File: src/design/swr_pkg.sv
// Shared types and constants for the square window rotator.
// Used by swr_matrix_mem, swr_ctrl and square_window_rotator; no dependencies.
package swr_pkg;

  localparam int MAX_SIDE_DEF = 512;
  localparam int VAL_W        = 19;
  localparam int SIZE_W       = 10;
  localparam int SIDE_W       = 11;
  localparam int COORD_W      = 10;
  localparam int RAD_W        = 8;
  localparam int REQ_W        = 2;
  localparam int PHASE_W      = 3;

  localparam logic [SIZE_W-1:0]  SIZE_RESET = 10'd512;
  localparam logic [0:0]         REG_SIZE_IN_USE = 1'b0;
  localparam logic [PHASE_W-1:0] PH_LAST_READ = 3'd3;
  localparam logic [PHASE_W-1:0] PH_FIRST_WRITE = 3'd2;
  localparam logic [PHASE_W-1:0] PH_LAST = 3'd5;

  typedef enum logic [REQ_W-1:0] {
    REQ_ROTATE = 2'd0,
    REQ_READ   = 2'd1,
    REQ_FILL   = 2'd2
  } req_kind_t;

  typedef enum logic [2:0] {
    ST_IDLE,
    ST_FILL,
    ST_READ,
    ST_RDATA,
    ST_ROT,
    ST_DONE
  } state_t;

  typedef struct packed {
    logic rd_en;
    logic wr_en;
  } mem_ctl_t;

  typedef struct packed {
    logic             valid;
    logic             status;
    logic [VAL_W-1:0] value;
  } result_t;

endpackage

File: src/design/swr_ctrl.sv
// Request sequencer: checks requests, sweeps fills, reads single cells and walks rotation orbits
// with read-modify-write on the matrix memory. Depends on swr_pkg.
module swr_ctrl #(
  parameter int MAX_SIDE = swr_pkg::MAX_SIDE_DEF,
  parameter int IW       = 9,
  parameter int AW       = 18
) (
  input  logic                          clk,
  input  logic                          rst,
  input  logic                          req_valid,
  output logic                          idle,
  input  logic [swr_pkg::REQ_W-1:0]     req_type,
  input  logic [swr_pkg::COORD_W-1:0]   row,
  input  logic [swr_pkg::COORD_W-1:0]   col,
  input  logic [swr_pkg::RAD_W-1:0]     radius,
  input  logic                          counter_clockwise,
  input  logic [swr_pkg::SIDE_W-1:0]    side,
  input  logic                          res_take,
  output swr_pkg::result_t              res,
  output swr_pkg::mem_ctl_t             mem_ctl,
  output logic [AW-1:0]                 raddr,
  output logic [AW-1:0]                 waddr,
  output logic [swr_pkg::VAL_W-1:0]     wdata,
  input  logic [swr_pkg::VAL_W-1:0]     rdata
);

  swr_pkg::state_t state, state_next;

  logic [swr_pkg::COORD_W-1:0] a, b;
  logic [swr_pkg::RAD_W-1:0]   r;
  logic                        ccw;
  logic [swr_pkg::RAD_W-1:0]   di, dj;
  logic [swr_pkg::PHASE_W-1:0] phase;
  logic [IW-1:0]               fi, fj;
  logic [swr_pkg::VAL_W-1:0]   fcount;
  logic [swr_pkg::VAL_W-1:0]   carry;
  logic [AW-1:0]               prev_addr, addr0;
  logic                        res_status;
  logic [swr_pkg::VAL_W-1:0]   res_value;

  logic [swr_pkg::SIDE_W-1:0] side_m1, row_w, col_w, rad_w;
  logic                       win_bad, cell_bad, req_bad;
  logic                       fill_last, orbit_last_dj, orbit_last_di;
  logic [1:0]                 qsel, psel_pos;
  logic [11:0]                dis, djs, x, y, ri, ci;
  logic [IW-1:0]              gen_row, gen_col;
  logic [AW-1:0]              gen_addr;
  logic                       rot_read, rot_write;

  assign side_m1 = side - 11'd1;
  assign row_w   = {1'b0, row};
  assign col_w   = {1'b0, col};
  assign rad_w   = {3'b000, radius};

  assign win_bad = (row_w <= rad_w) || ((row_w + rad_w) > side) ||
                   (col_w <= rad_w) || ((col_w + rad_w) > side);
  assign cell_bad = (row == '0) || (row_w > side) || (col == '0) || (col_w > side);

  always_comb begin
    unique case (swr_pkg::req_kind_t'(req_type))
      swr_pkg::REQ_ROTATE: req_bad = win_bad;
      swr_pkg::REQ_READ:   req_bad = cell_bad;
      swr_pkg::REQ_FILL:   req_bad = 1'b0;
      default:             req_bad = 1'b1;
    endcase
  end

  assign fill_last = ({{(swr_pkg::SIDE_W-IW){1'b0}}, fi} == side_m1) &&
                     ({{(swr_pkg::SIDE_W-IW){1'b0}}, fj} == side_m1);
  assign orbit_last_dj = (dj == r);
  assign orbit_last_di = (di == r);

  // Counter-clockwise walks the same orbit in the opposite order.
  assign qsel     = phase[1:0];
  assign psel_pos = (ccw && qsel[0]) ? (qsel ^ 2'b10) : qsel;
  assign dis      = {4'b0000, di};
  assign djs      = {4'b0000, dj};

  always_comb begin
    unique case (psel_pos)
      2'd0: begin
        x = dis;
        y = djs;
      end
      2'd1: begin
        x = djs;
        y = 12'd0 - dis;
      end
      2'd2: begin
        x = 12'd0 - dis;
        y = 12'd0 - djs;
      end
      default: begin
        x = 12'd0 - djs;
        y = dis;
      end
    endcase
  end

  always_comb begin
    ri = {2'b00, a} - 12'd1;
    ci = {2'b00, b} - 12'd1;
    if (state == swr_pkg::ST_ROT) begin
      ri = ri + x;
      ci = ci + y;
    end
  end

  assign gen_row  = (state == swr_pkg::ST_FILL) ? fi : ri[IW-1:0];
  assign gen_col  = (state == swr_pkg::ST_FILL) ? fj : ci[IW-1:0];
  assign gen_addr = AW'(gen_row) * AW'(MAX_SIDE) + AW'(gen_col);

  assign rot_read  = (state == swr_pkg::ST_ROT) && (phase <= swr_pkg::PH_LAST_READ);
  assign rot_write = (state == swr_pkg::ST_ROT) && (phase >= swr_pkg::PH_FIRST_WRITE);

  assign raddr = gen_addr;

  always_comb begin
    mem_ctl.rd_en = rot_read || (state == swr_pkg::ST_READ);
    mem_ctl.wr_en = rot_write || (state == swr_pkg::ST_FILL);
    if (state == swr_pkg::ST_FILL) begin
      waddr = gen_addr;
      wdata = fcount;
    end else begin
      waddr = (phase == swr_pkg::PH_LAST) ? addr0 : prev_addr;
      wdata = carry;
    end
  end

  assign idle       = (state == swr_pkg::ST_IDLE);
  assign res.valid  = (state == swr_pkg::ST_DONE);
  assign res.status = res_status;
  assign res.value  = res_value;

  always_ff @(posedge clk) begin
    if (rst) begin
      state <= swr_pkg::ST_IDLE;
    end else begin
      state <= state_next;
    end
  end

  always_comb begin
    state_next = state;
    unique case (state)
      swr_pkg::ST_IDLE: begin
        if (req_valid) begin
          if (req_bad) begin
            state_next = swr_pkg::ST_DONE;
          end else begin
            unique case (swr_pkg::req_kind_t'(req_type))
              swr_pkg::REQ_ROTATE:
                state_next = (radius == '0) ? swr_pkg::ST_DONE : swr_pkg::ST_ROT;
              swr_pkg::REQ_READ: state_next = swr_pkg::ST_READ;
              swr_pkg::REQ_FILL: state_next = swr_pkg::ST_FILL;
              default:           state_next = swr_pkg::ST_DONE;
            endcase
          end
        end
      end
      swr_pkg::ST_FILL: begin
        if (fill_last) begin
          state_next = swr_pkg::ST_DONE;
        end
      end
      swr_pkg::ST_READ:  state_next = swr_pkg::ST_RDATA;
      swr_pkg::ST_RDATA: state_next = swr_pkg::ST_DONE;
      swr_pkg::ST_ROT: begin
        if ((phase == swr_pkg::PH_LAST) && orbit_last_dj && orbit_last_di) begin
          state_next = swr_pkg::ST_DONE;
        end
      end
      swr_pkg::ST_DONE: begin
        if (res_take) begin
          state_next = swr_pkg::ST_IDLE;
        end
      end
      default: state_next = swr_pkg::ST_IDLE;
    endcase
  end

  always_ff @(posedge clk) begin
    prev_addr <= gen_addr;
    if ((state == swr_pkg::ST_IDLE) && req_valid) begin
      a          <= row;
      b          <= col;
      r          <= radius;
      ccw        <= counter_clockwise;
      di         <= 8'd1;
      dj         <= '0;
      phase      <= '0;
      fi         <= '0;
      fj         <= '0;
      fcount     <= 19'd1;
      res_value  <= '0;
      res_status <= req_bad;
    end
    if (state == swr_pkg::ST_FILL) begin
      fcount <= fcount + 19'd1;
      if ({{(swr_pkg::SIDE_W-IW){1'b0}}, fj} == side_m1) begin
        fj <= '0;
        fi <= fi + IW'(1);
      end else begin
        fj <= fj + IW'(1);
      end
    end
    if (state == swr_pkg::ST_RDATA) begin
      res_value <= rdata;
    end
    if (state == swr_pkg::ST_ROT) begin
      if (phase == '0) begin
        addr0 <= gen_addr;
      end
      if ((phase != '0) && (phase != swr_pkg::PH_LAST)) begin
        carry <= rdata;
      end
      if (phase == swr_pkg::PH_LAST) begin
        phase <= '0;
        if (orbit_last_dj) begin
          dj <= '0;
          di <= di + 8'd1;
        end else begin
          dj <= dj + 8'd1;
        end
      end else begin
        phase <= phase + 3'd1;
      end
    end
  end

endmodule

File: config.mk
export PLATFORM = sky130hd
export DESIGN_NAME = swr_ctrl
export DESIGN_NICKNAME = d
export VERILOG_FILES = /design/src/design/swr_pkg.sv /design/src/design/swr_ctrl.sv
export SDC_FILE = /design/constraint.sdc
export NUM_CORES = 1
export LEC_CHECK = 0
export BUFFER_PORTS_ARGS = -buffer_cell sky130_fd_sc_hd__buf_2
export CAP_MARGIN = 10
export CELL_PAD_IN_SITES_DETAIL_PLACEMENT = 1
export CELL_PAD_IN_SITES_GLOBAL_PLACEMENT = 1
export CORE_ASPECT_RATIO = 1.25
export CORE_MARGIN = 4
export CORE_UTILIZATION = 49
export DETAILED_ROUTE_END_ITERATION = 8
export HOLD_SLACK_MARGIN = 0.08
export PLACE_DENSITY_LB_ADDON = 0.12
export SYNTH_ARGS = -nofsm -noshare
export SYNTH_HDL_FRONTEND = slang
export SYNTH_SLANG_ARGS = --single-unit
File: constraint.sdc
create_clock -name clk -period 7.6 [get_ports clk]
set_input_delay 1.14 -clock clk [delete_from_list [all_inputs] [get_ports clk]]
set_output_delay 1.14 -clock clk [all_outputs]
set_load 0.005 [all_outputs]
==> flow_summary.yaml, run 1 <==
critical_path:
  worstPathRequired_ns: 6.46
  r2r_slack_ns: 2.93
  r2r_end: "addr0[17]"
  worst-setup-path-type: "register to primary output"
  startpoint_type: "register"
  reg2reg_from: "phase[0]"
  cp-endpoint: "raddr[17]"
  worst_r2r_path_depth: 13
  cp_max_fo: 21
  critPathCaptureType: "primary output"
  cp.arrival_ns: 5.00
  setup.worst_path.start: "phase[0]"
floorplan:
  num_rows: 62
  die_x_um: 144.1
  die_h_um: 178.2
  initial_utilization_pct: 49.61
  ios: 144
  die_area_um2: 25680
  core-area_um2: 22880
grt:
  grt_overflow: 0
  groute.usage.overall_pct: 28.32
  grt_pass1_wl_um: 56260
  grt_pass1_vias: 10490
  antenna_found_initial: 0
  grt_max_degree: 77
sta:
  maxSlewHeadroom_pct: 36.11
  setup_viol: 0
  finalClockSkew_ns: 0.008020
  grt_setup_unrepaired: "no"
  finalWorstSetupSlack_ns: 1.464
  fin_tns_setup_ns: 0
  fmax_ghz: 0.1630
  period_needed_ns: 6.136
  period_share_pct: 80.73
  timing_worst_slew_pin_value_ns: 0.9584
  slew_violations: 0
  hold_viol_final: 0
cts:
  cts.sink_count: 161
  postCtsSetupBuffers: 0
  clk_path_buf_depth: 2
  cts_hold_buffers: 0
  cts_tree: "yes"
  cts-root-buf: "clkbuf_16"
  insertion_delay_ns: 0.43
  cts_buffers: 17
  htreeDepth: 4
  post_cts_resized: 0
  clkTransAtPathRegs_ns: 0.07
placed_design:
  dp_cells: 1627
  dp_slack_ns: 2.036
  dpl.hpwl_um: 28070
  gp_congestion: 0.9272
  port_buffers: 143
final_layout:
  diodes: 0
  syn2layout_area_growth_pct: 12.21
  layout.nets: 1539
  fin_util_pct: 55.66
  drive_gt1_share_pct: 14.49
  layout.cells.non_filler: 1661
outcome:
  status: "completed"
logic_synthesis:
  synthesis.area_um2: 11350
  synth_area_leaders: "edfxtp_1 30%, ha_1 12%, dfxtp_1 8.1%"
  synth.top_cell.area_share_pct: 30.42
  syn_nets: 1436
  synth_seq_cells: 161
  async_reset_ff_share_pct: 0
  synth_edf_count: 115
  yosys.area.top_type: "edfxtp_1"
  ys_types: 74
  postSynthCellCount: 1257
  synth_ff_type: "edfxtp_1"
  yosysWarnings: 0
  synth_common_cells: "165 x nand2_1, 115 x edfxtp_1, 110 x ha_1, 110 x nor2_1, 80 x a21oi_1"
  synth.avg_cell_area_um2: 9.031
  synth.most_common_cell: "nand2_1"
  ys_seq_area_share_pct: 38.53
power_and_ir_drop:
  powerDensity_nw_per_um2: 365.1
  seqPwrFrac_pct: 32.3
  ir_drop_mv: 0.1869
  p_sw_share_pct: 44.39
  power_frac_comb_pct: 50.6
  p_int_mw: 2.587
  p_switching_mw: 2.064
  p_leak_nw: 5.385
  clockPowerShare_pct: 17.1
route:
  drc: 0
  antenna_left: 0
  drt_wl_total_um: 36650
  first_pass_iters: 6
  viasPerCell: 6.026
  num_vias: 10010
  routedWlPerCell_um: 22.07
  drt-initial-drc-count: 705
worst_hold_path:
  hold_path_class: "register to register"
run:
  maxCapViolations: 0
==> metrics by stage <==
stage / total power, mW / hold WS, ns / cell area [µm²]
2_1_floorplan: 2.937 / 0.4732 / 11350
3_3_place_gp: 3.726 / 0.5328 / 12170
3_5_place_dp: 3.828 / 0.5427 / 12170
4_1_cts: 4.642 / 0.5605 / 12710
5_1_grt: 4.968 / 0.5914 / 12740
6_report: 4.651 / 0.5617 / 12740
==> critical path, stage by stage, from the launching register on <==
cell	delay [ns]
edfxtp_1	0.80
inv_1	0.31
ha_1	0.48
a222oi_1	0.40
a21oi_1	0.18
fa_1	0.49
a21o_1	0.18
a21oi_1	0.23
o21bai_1	0.12
a2111oi_0	0.46
nor3_1	0.14
xor2_1	0.20
nor3_1	0.18
and3b_1	0.22
buf_2	0.15
==> cells by family (layout without fill, tap and decap cells) <==
family / after synthesis / after routing / synth area share (%)
buffers and inverters: 132 / 248 / 4.883
xor gates and xnor gates: 115 / 115 / 8.873
muxes: 8 / 8 / 0.7164
and+or+nand+nor: 464 / 464 / 19.55
AOI/OAI and AO/OA: 263 / 263 / 14.62
DFF: 161 / 161 / 38.53
adders and majority gates: 114 / 114 / 12.83
==> how the worst min path moves through the flow <==
stage | slack (ns) | from | cells past startpoint | to
after floorplan | 0.47 | fi[8] | 1 | fi[8]
after global placement | 0.53 | fi[8] | 1 | fi[8]
after detailed placement | 0.54 | fi[8] | 1 | fi[8]
after CTS | 0.56 | fi[8] | 1 | fi[8]
after global routing | 0.59 | fi[7] | 1 | fi[7]
final | 0.56 | fi[8] | 1 | fi[8]
==> placed cells by master, fill, tap and decap left out, drive strengths merged, types with 7 or more instances in the layout <==
master	count
nand2	165
buf	151
edfxtp	115
nor2	110
ha	110
a21oi	80
inv	68
xor2	63
o21ai	59
xnor2	52
dfxtp	46
and3	34
nand3	29
a31oi	26
nor3	25
nand4	24
clkbuf	18
nor4	18
o211ai	15
a21o	14
nand2b	13
o21bai	11
nor2b	10
o31ai	9
clkinv	8
and2	7
or3	7
a222oi	7
mux2i	7
==> power by group through the flow <==
stage | Clock, mW | Sequential [mW] | Combinational [mW]
finish | 0.796 | 1.50 | 2.35
global route | 0.844 | 1.53 | 2.59
CTS | 0.807 | 1.51 | 2.33
detailed placement | 0 | 1.52 | 2.31
global placement | 0 | 1.51 | 2.22
floorplan | 0 | 1.43 | 1.51
==> layer usage <==
layer | track usage [%] | share of wire, %
met4 | 10.96 | 3.7
met3 | 4.237 | 4.8
met2 | 52.31 | 52
met1 | 32.55 | 39
met5 | 0 | 0
==> cell type report <==
| type | count | area [µm²] |
|---|---|---|
| Timing Repair Buffer | 151 | 790.8 |
| Tap cell | 288 | 360.3 |
| Multi-Input combinational cell | 964 | 6430 |
| Inverter | 65 | 244.0 |
| Fill cell | 2698 | 10150 |
| Sequential cell | 161 | 4374 |
| Clock buffer | 18 | 429.2 |
| Clock inverter | 14 | 110.1 |
==> state kept, by name (all words and copies together), names as in the netlist <==
| register | flops |
|---|---|
| a | 9 |
| addr0 | 18 |
| b | 9 |
| carry | 19 |
| ccw | 1 |
| di | 8 |
| dj | 8 |
| fcount | 19 |
| fi | 9 |
| fj | 9 |
| phase | 3 |
| prev_addr | 18 |
| r | 8 |
| res_status | 1 |
| res_value | 19 |
| state | 3 |
(Power assumes the default switching activity.)
==> run 2, diff against run 1 <==
--- a/config.mk
+++ b/config.mk
@@ -11,7 +11,7 @@
 export CELL_PAD_IN_SITES_GLOBAL_PLACEMENT = 1
 export CORE_ASPECT_RATIO = 1.25
 export CORE_MARGIN = 4
-export CORE_UTILIZATION = 49
+export CORE_UTILIZATION = 45
 export DETAILED_ROUTE_END_ITERATION = 8
 export HOLD_SLACK_MARGIN = 0.08
 export PLACE_DENSITY_LB_ADDON = 0.12
==> constraint.sdc (replaced) <==
create_clock -name clk -period 6.2 [get_ports clk]
set_input_delay 0.93 -clock clk [delete_from_list [all_inputs] [get_ports clk]]
set_output_delay 0.93 -clock clk [all_outputs]
set_load 0.005 [all_outputs]
==> run 2 against run 1 <==
  * Sequential share of layout area is 0.22 points lower
  * Via count is 1.8% lower
  * Sequential cell count stayed put
  * Sequential power is 21% higher
  * Hold slack worse by 0.013 ns
  * Register-to-register slack worse by 1.0 ns
  * Clock power is 32% higher
  * Total power is 23% higher
  * Clock skew is 0.0038 ns higher
  * First-iteration DRC count is 4.8% lower
  * Global-route usage is 2.0 points lower
  * Critical path depth is 2 higher
  * Critical endpoint is now raddr[8]
  * Largest power group unchanged
==> flow_summary.yaml, run 2 (synthesis gave the netlist of run 1 again) <==
run:
  maxCapViolations: 0
floorplan:
  die_x_um: 150.1
  ios: 144
  core-area_um2: 24660
  initial_utilization_pct: 46.03
  die_area_um2: 27850
  die_h_um: 185.6
  num_rows: 64
worst_hold_path:
  hold_path_end: "fi[7]"
  hold_path_class: "register to register"
  worstHoldStart: "fi[7]"
  min_path_cells: 1
critical_path:
  worstPathRequired_ns: 5.27
  crit_path_cell_trace: "buf_4 -> inv_1 -> ha_1 -> inv_1 -> o311a_1 -> o22ai_1 -> ha_1 -> a21o_1 -> a21oi_1 -> nor2b_1 -> o21a_1 -> o41a_1 -> mux2i_1 -> xnor2_1 -> o21ai_0 -> buf_2"
  cp_max_fo: 21
  worst_r2r_path_depth: 15
  max_stage_delay_ns: 0.62
  critPathBufInv: 4
  cp.arrival_ns: 4.71
  cpMaxStageDelayCell: "ha_1"
  reg2reg_from: "phase[0]"
  critPathCaptureType: "primary output"
  r2r_end: "addr0[8]"
  path_delay_family: "compound AO/OA/AOI/OAI gates"
  worst-setup-path-type: "register to primary output"
  r2r_slack_ns: 1.89
  startpoint_type: "register"
sta:
  period_needed_ns: 5.643
  finalClockSkew_ns: 0.01185
  maxSlewHeadroom_pct: 33.22
  slew_violations: 0
  period_share_pct: 91.02
  setup_viol: 0
  grt_setup_unrepaired: "no"
  timing_worst_slew_pin_value_ns: 1.002
  fin_tns_setup_ns: 0
  fmax_ghz: 0.1772
  hold_viol_final: 0
  finalWorstSetupSlack_ns: 0.5565
grt:
  antenna_found_initial: 0
  grt_pass1_vias: 10150
  grt_pass1_wl_um: 56290
  grt_max_degree: 63
  groute.usage.overall_pct: 26.33
  grt_overflow: 0
final_layout:
  final_cell_mix: "165 x nand2_1, 143 x buf_2, 115 x edfxtp_1, 110 x nor2_1, 110 x ha_1"
  multi_input_area_um2: 6430
  seqCellArea_um2: 4374
  syn2layout_area_growth_pct: 12.95
  drive_gt1_share_pct: 14.48
  layout.nets: 1540
  final_common_cell: "nand2_1"
  diodes: 0
  num-fill-cells: 2969
  top_regs: "carry (19), fcount (19), res_value (19)"
cts:
  clkTransAtPathRegs_ns: 0.06
  cts_tree: "yes"
  postCtsSetupBuffers: 0
  htreeDepth: 4
  cts-root-buf: "clkbuf_16"
  cts.sink_count: 161
  cts_hold_buffers: 0
  insertion_delay_ns: 0.44
  cts_buffers: 17
  post_cts_resized: 0
  clk_path_buf_depth: 2
route:
  drt-initial-drc-count: 671
  drc: 0
  drt_wl_total_um: 36320
  routedWlPerCell_um: 21.31
  num_vias: 9826
  antenna_left: 0
  viasPerCell: 5.766
  first_pass_iters: 6
power_and_ir_drop:
  ir_drop_mv: 0.2489
  p_leak_nw: 5.403
  total_power_mw: 5.728
  powerDensity_nw_per_um2: 446.7
outcome:
  status: "completed"
placed_design:
  dpl.hpwl_um: 27920
  port_buffers: 143
  dp_slack_ns: 1.097
  gp_congestion: 0.9362
[run 2: changes by cell type in the layout (fill, tap and decap cells not counted)]
cell        previous run  this run
clkinvlp_4             3         2
inv_8                  1         2
clkinv_1               1         2
bufinv_16              0         1
clkinv_2               3         0
buf_4                  6         9
buf_8                  2         0
clkinv_8               0         1
[run 2: worst max-delay path by stage]
stage	from	to	slack, ns	cells after the start
6_report	phase[0]	raddr[8]	0.56	16
5_1_grt	phase[0]	raddr[8]	0.16	16
4_1_cts	phase[0]	raddr[8]	0.58	16
3_5_place_dp	phase[0]	raddr[8]	1.10	16
3_3_place_gp	phase[0]	raddr[8]	1.18	16
2_1_floorplan	phase[0]	raddr[17]	1.59	16
[run 2: per-layer routing]
metal  vias to the layer above  GRT usage (%)  part of all wire (%)
li1                       4695              -                     -
met1                      4781          31.30                    40
met2                       275          47.02                    51
met3                        75          4.506                   5.2
met4                         0          10.73                   3.9
met5                         -              0                     0
[run 2: through the flow]
step | utilization, % | hold WS [ns] | cells | instance area (µm²)
floorplan | - | 0.4732 | 1257 | 11350
global placement | 49.64 | 0.5247 | 1672 | 12240
detailed placement | 49.64 | 0.5474 | 1672 | 12240
CTS | 51.99 | 0.5621 | 1704 | 12820
global route | 51.99 | 0.5802 | 1704 | 12820
finish | 51.99 | 0.5483 | 1704 | 12820
[run 2: power by group]
part	total, mW	leakage [nW]	internal [mW]	switching (mW)
logic	2.86	3.65	1.06	1.79
registers	1.82	1.48	1.58	0.240
clock network	1.05	0.276	0.566	0.485
total	5.73	5.40	3.21	2.52
[run 2: cell type report]
cell class / count / area share [%]
multi-input combinational: 964 / 50.15
sequential: 161 / 34.11
timing repair buffer: 152 / 6.109
clock buffer: 18 / 3.347
tap: 330 / 3.220
inverter: 65 / 1.903
clock inverter: 14 / 1.161
[run 2: worst reg2reg max path: stages (launching register included)]
cell	delay (ns)
edfxtp_1	0.36
buf_4	0.21
inv_1	0.25
ha_1	0.62
inv_1	0.21
o311a_1	0.37
o22ai_1	0.20
ha_1	0.30
a21o_1	0.19
a21oi_1	0.18
nor2b_1	0.08
o21a_1	0.20
o41a_1	0.34
mux2i_1	0.21
xnor2_1	0.17
o21ai_0	0.15
